**src/hdl/gamepad_button_conditioner_defines.svh**
```systemverilog
// ----------------------------------------------------------------------------
// Gamepad button conditioner: assertion macros
// Shared property wrappers, clocked on clk and disabled in reset.
// ----------------------------------------------------------------------------
`ifndef GAMEPAD_BUTTON_CONDITIONER_DEFINES_SVH
`define GAMEPAD_BUTTON_CONDITIONER_DEFINES_SVH

// Condition that must hold at every edge out of reset.
`define GBC_ASSERT_ALWAYS(lbl, expr, msg) \
  lbl: assert property (@(posedge clk) disable iff (rst) (expr)) else $error(msg);

// Same-cycle implication.
`define GBC_ASSERT_IMPLY(lbl, ante, cons, msg) \
  lbl: assert property (@(posedge clk) disable iff (rst) (ante) |-> (cons)) else $error(msg);

// Next-cycle implication.
`define GBC_ASSERT_NEXT(lbl, ante, cons, msg) \
  lbl: assert property (@(posedge clk) disable iff (rst) (ante) |=> (cons)) else $error(msg);

`endif

```
**src/hdl/gbc_pkg.sv**
```systemverilog
// ----------------------------------------------------------------------------
// gbc_pkg
// Types and constants shared by the gamepad button conditioner modules.
// ----------------------------------------------------------------------------
package gbc_pkg;

  localparam int BTN_W  = 16;
  localparam int AXIS_W = 16;
  localparam int CNT_W  = 8;

  localparam int IN_TDATA_W  = 64;
  localparam int OUT_TDATA_W = 48;

  // Input request kinds (tuser)
  localparam logic OP_FRAME = 1'b0;
  localparam logic OP_LOAD  = 1'b1;

  // Configuration register indexes
  localparam logic CFG_REPEAT_ENABLE = 1'b0;
  localparam logic CFG_FRAME_STEP    = 1'b1;

  localparam logic signed [AXIS_W-1:0] STICK_NEG_LIMIT = -16'sh0800;
  localparam logic signed [AXIS_W-1:0] STICK_POS_LIMIT = 16'sh0801;

  localparam logic [BTN_W-1:0] DIR_LEFT  = 16'h8000;
  localparam logic [BTN_W-1:0] DIR_RIGHT = 16'h2000;
  localparam logic [BTN_W-1:0] DIR_UP    = 16'h1000;
  localparam logic [BTN_W-1:0] DIR_DOWN  = 16'h4000;
  localparam logic [BTN_W-1:0] DIR_GROUP = 16'hF000;

  localparam logic [CNT_W-1:0] REPEAT_FIRE   = 8'd30;
  localparam logic [CNT_W-1:0] REPEAT_RELOAD = 8'd22;
  localparam logic [CNT_W-1:0] CNT_MAX       = 8'hFF;

  typedef struct packed {
    logic                     op;
    logic [BTN_W-1:0]         raw_buttons;
    logic                     analog_mode;
    logic signed [AXIS_W-1:0] stick_x;
    logic signed [AXIS_W-1:0] stick_y;
    logic [CNT_W-1:0]         cooldown_value;
  } gbc_item_t;

  typedef struct packed {
    logic [BTN_W-1:0] held;
    logic [BTN_W-1:0] pressed;
    logic [BTN_W-1:0] released;
  } gbc_result_t;

  typedef struct packed {
    logic [BTN_W-1:0] held_buttons;
    logic [CNT_W-1:0] repeat_count;
    logic [CNT_W-1:0] cooldown_count;
  } gbc_state_t;

  typedef struct packed {
    logic             repeat_enable;
    logic [CNT_W-1:0] frame_step;
  } gbc_cfg_t;

endpackage

```
**src/hdl/gbc_frame.sv**
```systemverilog
// ----------------------------------------------------------------------------
// gbc_frame
// Per-request logic: stick mapping, edge masks, auto-repeat and cooldown.
// ----------------------------------------------------------------------------
module gbc_frame (
  input  gbc_pkg::gbc_item_t   item,
  input  gbc_pkg::gbc_state_t  state,
  input  gbc_pkg::gbc_cfg_t    cfg,
  output gbc_pkg::gbc_state_t  state_next,
  output gbc_pkg::gbc_result_t result,
  output logic                 has_result
);
  import gbc_pkg::*;

  logic [BTN_W-1:0] raw_inv;
  logic [BTN_W-1:0] cur;
  logic [BTN_W-1:0] prev;
  logic [BTN_W-1:0] pressed;
  logic [CNT_W:0]   sum;
  logic [CNT_W-1:0] sum_sat;
  logic [CNT_W-1:0] rc;
  logic [CNT_W-1:0] cd_dec;

  assign raw_inv = ~item.raw_buttons;
  assign prev    = state.held_buttons;
  assign sum     = {1'b0, state.repeat_count} + {1'b0, cfg.frame_step};
  assign sum_sat = sum[CNT_W] ? CNT_MAX : sum[CNT_W-1:0];
  assign cd_dec  = state.cooldown_count - 8'd1;

  always_comb begin
    cur = raw_inv;
    if (item.analog_mode) begin
      if (item.stick_x <  STICK_NEG_LIMIT) cur = cur | DIR_LEFT;
      if (item.stick_x >= STICK_POS_LIMIT) cur = cur | DIR_RIGHT;
      if (item.stick_y <  STICK_NEG_LIMIT) cur = cur | DIR_UP;
      if (item.stick_y >= STICK_POS_LIMIT) cur = cur | DIR_DOWN;
    end
  end

  always_comb begin
    state_next = state;
    result     = '0;
    has_result = 1'b0;
    pressed    = cur & ~prev;
    rc         = state.repeat_count;

    if (item.op == OP_LOAD) begin
      state_next.cooldown_count = item.cooldown_value;
    end else if (state.cooldown_count != '0) begin
      // suppressed frame; latch raw buttons only on the last one
      has_result                = 1'b1;
      state_next.cooldown_count = cd_dec;
      state_next.held_buttons   = (cd_dec == '0) ? raw_inv : '0;
      result.held               = state_next.held_buttons;
    end else begin
      has_result = 1'b1;
      if (cfg.repeat_enable) begin
        rc = ((prev & DIR_GROUP) == (cur & DIR_GROUP)) ? sum_sat : '0;
        if (rc >= REPEAT_FIRE) begin
          rc      = REPEAT_RELOAD;
          pressed = pressed | (cur & DIR_GROUP);
        end
      end
      state_next.held_buttons = cur;
      state_next.repeat_count = rc;
      result.held             = cur;
      result.pressed          = pressed;
      result.released         = prev & ~cur;
    end
  end

endmodule

```
**src/hdl/gbc_out_stage.sv**
```systemverilog
// ----------------------------------------------------------------------------
// gbc_out_stage
// Result register on the master side; holds a result until it is taken.
// ----------------------------------------------------------------------------
module gbc_out_stage (
  input  logic                 clk,
  input  logic                 rst,
  input  logic                 load,
  input  gbc_pkg::gbc_result_t load_data,
  output logic                 free,
  output logic                 tvalid,
  input  logic                 tready,
  output gbc_pkg::gbc_result_t data
);
  import gbc_pkg::*;

  assign free = !tvalid || tready;

  always_ff @(posedge clk) begin
    if (rst) begin
      tvalid <= 1'b0;
    end else if (load) begin
      tvalid <= 1'b1;
    end else if (tready) begin
      tvalid <= 1'b0;
    end
  end

  always_ff @(posedge clk) begin
    if (load) begin
      data <= load_data;
    end
  end

endmodule

```
**src/hdl/gamepad_button_conditioner.sv**
```systemverilog
// ----------------------------------------------------------------------------
// gamepad_button_conditioner
// Per-frame gamepad conditioning: held / pressed / released masks with
// stick-to-dpad mapping, direction auto-repeat and a post-load cooldown.
//
//   channel  dir  payload
//   s_axis   in   frame sample or cooldown load (tuser selects)
//   m_axis   out  held, pressed, released
//   cfg      in   repeat_enable (index 0), frame_step (index 1)
//
// One request per cycle sustained while m_axis is not stalled. A request is
// registered, then processed combinationally against the state registers; a frame sample writes the
// result register, a load writes only the cooldown count (no result).
// A frame's result passes through the input register, then the result register.
// A stalled m_axis holds the result and backs up through the input register.
// Synchronous reset clears state, repeat_enable and both valid flags.
// ----------------------------------------------------------------------------
`include "gamepad_button_conditioner_defines.svh"

module gamepad_button_conditioner (
  input  logic        clk,
  input  logic        rst,
  input  logic        s_axis_tvalid,
  output logic        s_axis_tready,
  // raw_buttons[15:0], analog_mode[16], stick_x[32:17], stick_y[48:33],
  // cooldown_value[56:49], zero fill [63:57]
  input  logic [63:0] s_axis_tdata,
  // op[0]
  input  logic        s_axis_tuser,
  output logic        m_axis_tvalid,
  input  logic        m_axis_tready,
  // held[15:0], pressed[31:16], released[47:32]
  output logic [47:0] m_axis_tdata,
  input  logic        cfg_wr_en,
  input  logic        cfg_addr,
  input  logic [7:0]  cfg_wdata
);
  import gbc_pkg::*;

  gbc_cfg_t    cfg;
  gbc_state_t  state;
  gbc_state_t  state_next;
  gbc_item_t   in_item;
  logic        in_valid;
  gbc_result_t result;
  gbc_result_t out_data;
  logic        has_result;
  logic        out_free;
  logic        advance;

  // configuration
  always_ff @(posedge clk) begin
    if (rst) begin
      cfg.repeat_enable <= 1'b0;
      cfg.frame_step    <= 8'd1;
    end else if (cfg_wr_en) begin
      unique case (cfg_addr)
        CFG_REPEAT_ENABLE: cfg.repeat_enable <= cfg_wdata[0];
        CFG_FRAME_STEP:    cfg.frame_step    <= cfg_wdata;
        default: ;
      endcase
    end
  end

  // loads make no result, so they never wait on the output side
  assign advance       = in_valid && (!has_result || out_free);
  assign s_axis_tready = !in_valid || advance;

  always_ff @(posedge clk) begin
    if (rst) begin
      in_valid <= 1'b0;
    end else if (s_axis_tready) begin
      in_valid <= s_axis_tvalid;
    end
  end

  always_ff @(posedge clk) begin
    if (s_axis_tvalid && s_axis_tready) begin
      in_item.op             <= s_axis_tuser;
      in_item.raw_buttons    <= s_axis_tdata[15:0];
      in_item.analog_mode    <= s_axis_tdata[16];
      in_item.stick_x        <= s_axis_tdata[32:17];
      in_item.stick_y        <= s_axis_tdata[48:33];
      in_item.cooldown_value <= s_axis_tdata[56:49];
    end
  end

  gbc_frame u_frame (
    .item       (in_item),
    .state      (state),
    .cfg        (cfg),
    .state_next (state_next),
    .result     (result),
    .has_result (has_result)
  );

  always_ff @(posedge clk) begin
    if (rst) begin
      state <= '0;
    end else if (advance) begin
      state <= state_next;
    end
  end

  gbc_out_stage u_out (
    .clk       (clk),
    .rst       (rst),
    .load      (advance && has_result),
    .load_data (result),
    .free      (out_free),
    .tvalid    (m_axis_tvalid),
    .tready    (m_axis_tready),
    .data      (out_data)
  );

  assign m_axis_tdata = {out_data.released, out_data.pressed, out_data.held};

  // every update of the repeat counter ends below the fire threshold
  `GBC_ASSERT_ALWAYS(a_repeat_below_fire, state.repeat_count < REPEAT_FIRE,
                     "repeat counter reached fire threshold")
  // suppressed frames report no edges
  `GBC_ASSERT_NEXT(a_cooldown_quiet,
                   advance && in_item.op == OP_FRAME && state.cooldown_count != '0,
                   out_data.pressed == '0 && out_data.released == '0,
                   "edge reported during cooldown")
  // a load request leaves held buttons and repeat counter alone
  `GBC_ASSERT_NEXT(a_load_keeps_state, advance && in_item.op == OP_LOAD,
                   $stable(state.held_buttons) && $stable(state.repeat_count),
                   "load request changed button state")
  // input stage only stalls when a pending result blocks it
  `GBC_ASSERT_IMPLY(a_stall_cause, !s_axis_tready,
                    in_valid && has_result && m_axis_tvalid && !m_axis_tready,
                    "input stalled without output back-pressure")

endmodule

```
**config.mk**
```make
export PLATFORM = sky130hd
export DESIGN_NAME = gamepad_button_conditioner
export DESIGN_NICKNAME = d
export VERILOG_FILES = /design/src/hdl/gbc_pkg.sv /design/src/hdl/gbc_frame.sv /design/src/hdl/gbc_out_stage.sv /design/src/hdl/gamepad_button_conditioner.sv
export VERILOG_INCLUDE_DIRS = /design/src /design/src/hdl
export SDC_FILE = /design/constraint.sdc
export NUM_CORES = 1
export LEC_CHECK = 0
export ABC_AREA = 1
export BUFFER_PORTS_ARGS = -buffer_cell sky130_fd_sc_hd__buf_2
export CAP_MARGIN = 10
export CORE_ASPECT_RATIO = 1.4
export CORE_MARGIN = 5
export CORE_UTILIZATION = 49
export DETAILED_ROUTE_END_ITERATION = 6
export MAX_ROUTING_LAYER = met4
export PLACE_DENSITY = 0.82
export SYNTH_ARGS = -nofsm -noshare
export SYNTH_HDL_FRONTEND = slang
export SYNTH_SLANG_ARGS = --single-unit
```
**constraint.sdc**
```tcl
create_clock -name clk -period 4.2 [get_ports clk]
set_clock_uncertainty 0.1 [all_clocks]
set_input_delay 0.42 -clock clk [delete_from_list [all_inputs] [get_ports clk]]
set_output_delay 0.42 -clock clk [all_outputs]
set_load 0.03 [all_outputs]
```
* Word level (Yosys, flattened, before mapping)
Index checks and enable logic that the tools add are counted.
** Cells by class
- Magnitude comparators :: 5
- Reductions and logical operators :: 18
- $add $sub $neg :: 2
- Multiplexer cells :: 17
- Bitwise gates (word level) :: 9
- Eq/ne operators :: 1
** Operators by type and width (number)
- two-way mux 16 bit :: 6
- NOT 16 bit :: 3
- two-way mux 8 bit :: 5
- bitwise AND 16 bit :: 2
- greater-or-equal comparator 16 x 13 -> 1 bit (second input constant) :: 2
- < comparator 16 x 12 -> 1 bit (second input constant) :: 2
- OR 16 bit :: 1
- two-way mux 15 bit :: 1
- two-way mux 14 bit :: 1
- two-way mux 13 bit :: 1
- adder 8 x 8 -> 9 bit :: 1
- greater-or-equal comparator 8 x 5 -> 1 bit (second input constant) :: 1
- logical NOT 8 bit :: 1
- AND reduction 2 bit :: 4
- nonzero test 8 bit :: 1
- subtractor 8 x 1 -> 8 bit (second input constant) :: 1
- == test 4 bit :: 1
- AND reduction 4 bit :: 1
- nonzero test 2 bit :: 2
- logical AND 1 bit :: 3
- logical OR 1 bit :: 3
- two-way mux 1 bit :: 3
- NOT 1 bit :: 3
- logical NOT 1 bit :: 2
- OR reduction 2 bit :: 1
** Word-level totals
- Register bits after elaboration :: 149
- Output and inout port bits :: 50
- Bits of input ports :: 79
- Word-level logic and storage cells :: 68

* Longest topological paths before layout
Gate-level depths: netlist (run 1).
- Depth in word-level cells :: 11
- Mapped depth :: 14
- Depth with buffers taken out :: 14

* Modules after synthesis
Synthesis (run 1) repeated with hierarchy kept, for this count alone.
** Second synthesis, totals
- Cells, all modules :: 735
- Area total of the unflattened synthesis :: 6847.8 um^2
** Modules (own cells, without submodules)
- gamepad_button_conditioner :: instances 1, seq. area each 2582.5 um^2, area each 3567.2 um^2, cells each 318
- gbc_frame :: instances 1, seq. area each 0.0 um^2, area each 1796.7 um^2, cells each 364
- gbc_out_stage :: instances 1, seq. area each 1461.4 um^2, area each 1483.9 um^2, cells each 53

* Worst setup path after synthesis (run 1)
OpenSTA, ideal clock, no wires.
- Path kind :: register -> register
- From :: reg in_item[57] (netlist bit)
- To :: reg in_item[0] (netlist bit), enable pin
- Period minus slack after synthesis :: 4273 ps
- Setup slack :: -73 ps
- Library setup time :: 509 ps
- Stages on the path, launching flop included :: 5
- Arrival time :: 3664 ps
- Buffers on the path :: 2
- Required time :: 3591 ps
- Cells stage by stage :: edfxtp_1 buf_2 inv_2 clkbuf_1 a31oi_1
** On the way
- Word-level cells in the longest chain between the ends :: 4
** RTL lines
- start: declaration :: RTL line gamepad_button_conditioner.sv:43 : gbc_item_t in_item;
- logical OR 1 bit :: RTL line gamepad_button_conditioner.sv:66 : assign advance = in_valid && (!has_result || out_free);
- logical AND 1 bit :: RTL line gamepad_button_conditioner.sv:66
- logical OR 1 bit :: RTL line gamepad_button_conditioner.sv:67 : assign s_axis_tready = !in_valid || advance;
- logical AND 1 bit :: RTL line gamepad_button_conditioner.sv:78 : if (s_axis_tvalid && s_axis_tready) begin
No other way between the ends.
A chain may end at the register's enable or synchronous reset.

* Worst setup path in the final report (run 1)
- From :: reg cfg[0] (netlist name)
- To :: reg u_out.data[28] (netlist bit) (data pin)
** On the way
- Word-level cells in the longest chain between the ends :: 6
** RTL lines
- adder 8 x 8 -> 9 bit :: RTL line gbc_frame.sv:26 : assign sum = {1'b0, state.repeat_count} + {1'b0, cfg.frame_step};
- two-way mux 8 bit :: RTL line gbc_frame.sv:27 : assign sum_sat = sum[CNT_W] ? CNT_MAX : sum[CNT_W-1:0];
- two-way mux 8 bit :: RTL line gbc_frame.sv:58 : rc = ((prev & DIR_GROUP) == (cur & DIR_GROUP)) ? sum_sat : '0;
- greater-or-equal comparator 8 x 5 -> 1 bit :: RTL line gbc_frame.sv:59 : if (rc >= REPEAT_FIRE) begin
- two-way mux 16 bit :: RTL line gbc_frame.sv:59
- two-way mux 16 bit :: RTL line gbc_frame.sv:57 : if (cfg.repeat_enable) begin
- end signal: assignment :: RTL line gbc_out_stage.sv:31 : data <= load_data;
- end: declaration :: RTL line gbc_out_stage.sv:13 : output gbc_pkg::gbc_result_t data
No other way between the ends.

==> results.yml, run 1 <==
outcome:
  status: "finished clean"
power:
  swShare_pct: 25.20
  power_density_nw_per_um2: 463.9
  p_int_mw: 2.664
  leakage_nw: 3.291
  comb_power_share_pct: 9.6
  power_switching_mw: 0.8978
  clkPwrFrac_pct: 43.1
  seqPwrFrac_pct: 47.4
  peakVddDrop_mv: 0.2685
cells_and_area:
  nets: 835
  nFillCells: 1060
  drive_above_1_share_pct: 25.23
  area_growth_pct: 21.62
  n_antenna_cell: 0
job:
  maxCapViolCount: 0
timing:
  setup_viol: 0
  max_slew.worst_pin.slew_ns: 1.067
  relSlewSlack_pct: 28.79
  hold_viol_final: 0
  fmax_mhz: 423.0
  grt_setup_unrepaired: "no"
  worst_slack_ns: 1.836
  maxSlewViolCount: 0
  period_share_pct: 56.28
  finalSetupTns_ns: 0
  post-route-min-period_ns: 2.364
clock_tree:
  clk_pin_slew_ns: 0.07
  cts-resized-gates: 0
  cts_made_buffers: 17
  root_buffer: "clkbuf_16"
  clock_insertion_delay_worst_skew_ns: 0.42
  cts_tree: "yes"
  cts_htree_levels: 4
  post_cts_buffers: 0
  hold_buffers: 0
  cts.path.max_buffers: 2
  cts.sinks: 149
route:
  wl_um: 12050
  avgRoutedWirePerCell_um: 13.36
  antenna_left: 0
  firstDrtPassIters: 4
  via_per_inst: 4.933
  first_iter_violations: 251
  drc: 0
  vias: 4450
die:
  die_w_um: 105.9
  dieArea_um2: 15290
  die_h_um: 144.3
  io_pins: 129
  start_util_pct: 49.51
  core-area_um2: 12750
  fp-row-count: 49
critical_path:
  critPathLaunchType: "register"
  critical_path_peak_fanout: 4
  criticalPathCategory: "register to register"
  arrival_ns: 2.38
  endpoint_kind: "register"
  required_ns: 4.22
  worstRegToRegCells: 13
yosys:
  async_flop_share_pct: 0
  synth_cells: 608
  yosysSeqAreaShare_pct: 64.05
  yosys_register_bits: 149
  synth_warnings: 0
  synth.avg_cell_area_um2: 10.38
  synth.largest_area_cell: "edfxtp_1"
  synth_edf_count: 106
  ys_types: 29
  synth.most_common_cell: "edfxtp_1"
  synth.area.top_cells: "edfxtp_1 (50%), dfxtp_1 (14%), nand2_1 (6.1%)"
  synth_ff_type: "edfxtp_1"
  ys_top_cells_by_count: "edfxtp_1 (106), nand2_1 (103), nor2_1 (78)"
  synth_nets: 707
  netlist_area_um2: 6314
  synth_top_area_share_pct: 50.42
global_routing:
  antenna_found_initial: 0
  track_usage_pct: 16.83
  first_global_vias: 4167
  grt_util_met3_pct: 5.092
  top_usage_layer: "met2"
  grt_overflow: 0
  grt_max_degree: 59
  grtUsageMet1_pct: 18.96
  grt_use_met2_pct: 28.49
  grt_pass1_wl_um: 19310
place:
  place.port_buffers: 121
  pre_cts_slack_ns: 1.817
  dp_hpwl_um: 8487
  globalplace.congestion: 0.8620
min_path:
  hp-class: "input port to register"
  whs_path_depth: 1
-- path summary, 6_finish.rpt --
check,startpoint,end,slack (ns)
max,cfg[0],u_out.data[28],1.84
min,s_axis_tdata[11],in_item[52],0.07
max reg2reg,cfg[0],u_out.data[28],1.84
min reg2reg,state[13],state[13],0.36
-- layer usage --
| layer | share of wire, % | vias to the layer above | wire length, um |
|---|---|---|---|
| met1 | 41 | 2018 | 4938 |
| met3 | 6.8 | 15 | 821 |
| met2 | 51 | 129 | 6115 |
| met4 | 1.4 | 0 | 171 |
| li1 | - | 2288 | - |
| met5 | 0 | - | 0 |
-- layout make-up --
class,instances,area (um2),share of cell area [%]
sequential,149,4044,52.66
clock buffer,17,425.4,5.540
tap,153,191.4,2.493
inverter,77,289.0,3.764
timing repair buffer,125,635.6,8.278
multi-input combinational,366,1914,24.93
clock inverter,15,178.9,2.330
-- layout by cell type, fill, tap and decap left out, types with 7 or more instances in the layout --
cell type and n:
nor3_1 16, nor2_1 78, o21ai_0 38, inv_1 74, clkbuf_16 17, nand4_1 8
ha_1 19, a21oi_1 34, buf_2 121, nand2_2 7, a21oi_2 10, dfxtp_1 43
edfxtp_1 106, nand2_1 103, nand3_1 30
-- registers in the layout (all words and copies together) (netlist names) --
signal        cells
in_valid          1
state            32
u_out.tvalid      1
u_out.data       48
in_item          58
cfg               9
-- kinds of logic after synthesis --
family	count (synthesis)	synth area share (%)
compound gates	86	7.511
xor+xnor	5	0.6936
fa+ha+maj	20	4.082
buf+inv	93	5.866
flops	149	64.05
simple gates	255	17.80
-- power by group through the flow --
stage	logic (mW)	registers [mW]	clock network [mW]
after floorplan	0.222	1.74	0
after global placement	0.335	1.72	0
after detailed placement	0.341	1.72	0
after CTS	0.344	1.69	1.56
after global routing	0.384	1.69	1.64
final	0.340	1.69	1.53
-- metrics by stage --
stage                     power (mW)  hold WS [ns]  cells  util [%]  cell area [um2]
after floorplan                1.966        0.3396    608         -             6320
after global placement         2.051        0.3472    870     55.47             7074
final                          3.562       0.06864    902     60.21             7679
after CTS                      3.594       0.05308    902     60.21             7679
after detailed placement       2.060        0.3550    870     55.47             7074
after global routing           3.716       0.04948    902     60.21             7679
-- critical path: stages, from the launching register on --
cell and delay (ns):
dfxtp_1 0.33, ha_1 0.18, inv_1 0.06, fa_1 0.36, inv_1 0.12, nand2_1 0.10
nand2_1 0.11, nand2_1 0.06, nand2_1 0.06, nor2_1 0.04, nor2_1 0.18, nand3_1 0.19
nand3_1 0.11, a21oi_1 0.07
No activity file was read; power rests on OpenSTA's default activity.
==> run 2, diff against run 1 <==
Settings changed: CORE_UTILIZATION 49 to 55, PLACE_DENSITY 0.82 to 0.87.
Clock period 4.2 ns to 2.4 ns, I/O delays scaled along.
==> results.yml, run 2 (synthesis gave the netlist of run 1 again) <==
route:
  vias: 5034
  wl_um: 15710
  firstDrtPassIters: 5
  drc: 0
  antenna_left: 0
  avgRoutedWirePerCell_um: 16.35
  first_iter_violations: 300
  via_per_inst: 5.238
power:
  peakVddDrop_mv: 0.5922
  leakage_nw: 3.570
  power_density_nw_per_um2: 745.2
timing:
  post-route-min-period_ns: 2.257
  setup_viol: 0
  max_slew.worst_pin.slew_ns: 0.4964
  grt_setup_unrepaired: "yes"
  relSlewSlack_pct: 66.87
  period_share_pct: 94.04
  hold_viol_final: 0
  maxSlewViolCount: 0
  fmax_mhz: 443.1
  worst_slack_ns: 0.1431
cells_and_area:
  largest_reg_flops: 58
  n_antenna_cell: 0
  top_regs: "in_item x58, u_out.data x48, state x32"
  final_area_um2: 8409
  final_common_cell: "buf_2"
  top_register: "in_item"
  layout_common_cells: "buf_2 (121), edfxtp_1 (106), nand2_1 (100)"
  drive_above_1_share_pct: 26.07
  area_growth_pct: 33.19
  nets: 903
critical_path:
  timing.rr.start: "state[8]"
  critPathLaunchType: "register"
  arrival_ns: 2.31
  rrSetupSlack_ns: 0.14
  worstRegToRegCells: 13
  critical_path_peak_fanout: 4
  endpoint_kind: "register"
  required_ns: 2.45
  criticalPathCategory: "register to register"
  reg2reg_to: "u_out.data[30]"
clock_tree:
  root_buffer: "clkbuf_16"
  cts.sinks: 149
  clk_pin_slew_ns: 0.07
  cts_htree_levels: 4
  cts_made_buffers: 17
  cts.path.max_buffers: 2
  clock_insertion_delay_worst_skew_ns: 0.42
  cts_tree: "yes"
global_routing:
  grt_pass1_wl_um: 25020
  grt_max_degree: 59
  antenna_found_initial: 0
  first_global_vias: 5200
  track_usage_pct: 24.32
  grt_overflow: 0
die:
  start_util_pct: 55.97
  io_pins: 129
  core-area_um2: 11280
  die_w_um: 100.6
  dieArea_um2: 13750
  die_h_um: 136.8
  fp-row-count: 46
place:
  dp_hpwl_um: 9455
  place_area_um2: 7118
  globalplace.congestion: 0.9096
  place.port_buffers: 121
  pre_cts_slack_ns: -0.01052
min_path:
  hold_start: "cfg_wdata[3]"
  hp-class: "input port to register"
  whs_path_depth: 3
  min_to: "cfg[3]"
job:
  maxCapViolCount: 0
outcome:
  status: "finished clean"
-- run 2: cell count changes in the layout (fill, tap and decap cells not counted), moves of 3 or more --
cell and delta:
a21oi_2 +4, nor2_1 -3, inv_8 +3, nand3_2 +3, buf_4 +3, inv_6 -3
nand2_1 -3, nand2_2 +3, nand3_1 -4, a21oi_1 -4, dlygate4sd3_1 +63
-- run 2: cell type report --
class	instances	area, um2
Clock buffer	17	425.4
Clock inverter	15	157.7
Fill cell	720	2872
Inverter	77	291.5
Multi-Input combinational cell	366	1979
Sequential cell	149	4046
Tap cell	144	180.2
Timing Repair Buffer	193	1329
-- run 2: metrics by stage --
step	hold slack (ns)	util, %	total power, mW	TNS [ns]	cells
floorplan	0.2389	-	3.441	0	608
global placement	0.3160	63.10	3.596	0	865
detailed placement	0.3181	63.10	3.628	-0.01714	865
CTS	0.007134	73.92	6.246	0	960
global route	0.01092	74.55	6.490	-0.05331	961
finish	0.01430	74.55	6.266	0	961
-- run 2: how the worst max path moves through the flow --
stage / start / end / slack, ns
finish: state[8] / u_out.data[30] / 0.14
floorplan: in_item[57] / in_item[0] / 0.08
global placement: cfg[0] / u_out.data[30] / 0.10
CTS: cfg[0] / u_out.data[29] / 0.09
global route: in_item[32] / u_out.data[30] / -0.03
detailed placement: cfg[0] / u_out.data[28] / -0.01
-- run 2: power by group --
part           total [mW]  internal (mW)  switching [mW]  leakage [nW]
sequential           2.96           2.89          0.0682          1.36
combinational       0.735          0.278           0.456          1.93
clock                2.57           1.39            1.18         0.283
-- run 2: layer usage --
metal / GRT usage [%] / vias to the layer above / wire, um
met3: 4.946 / 39 / 908
met1: 26.34 / 2367 / 5791
met5: - / - / 0
li1: - / 2435 / -
met4: 11.84 / 0 / 466
met2: 42.29 / 193 / 8545
-- run 2: what timing repair did --
item | 4_1_cts | 5_1_grt
pin swaps | 0 | 3
hold buffers | 63 | 0
gates resized for setup | 2 | 21
buffers inserted | 0 | 1
setup endpoints to repair | 4 | 15
endpoints found under the hold margin | 63 | 0
-- run 2: critical path, stage by stage (launching register included) --
cell and delay (ns):
dfxtp_2 0.33, ha_2 0.18, inv_1 0.05, fa_1 0.37, inv_2 0.09, nand2_1 0.10
nand2_2 0.09, nand2_1 0.05, nand2_1 0.06, nor2_1 0.05, nor2_2 0.20, nand3_4 0.14
nand3_1 0.12, a21oi_2 0.06
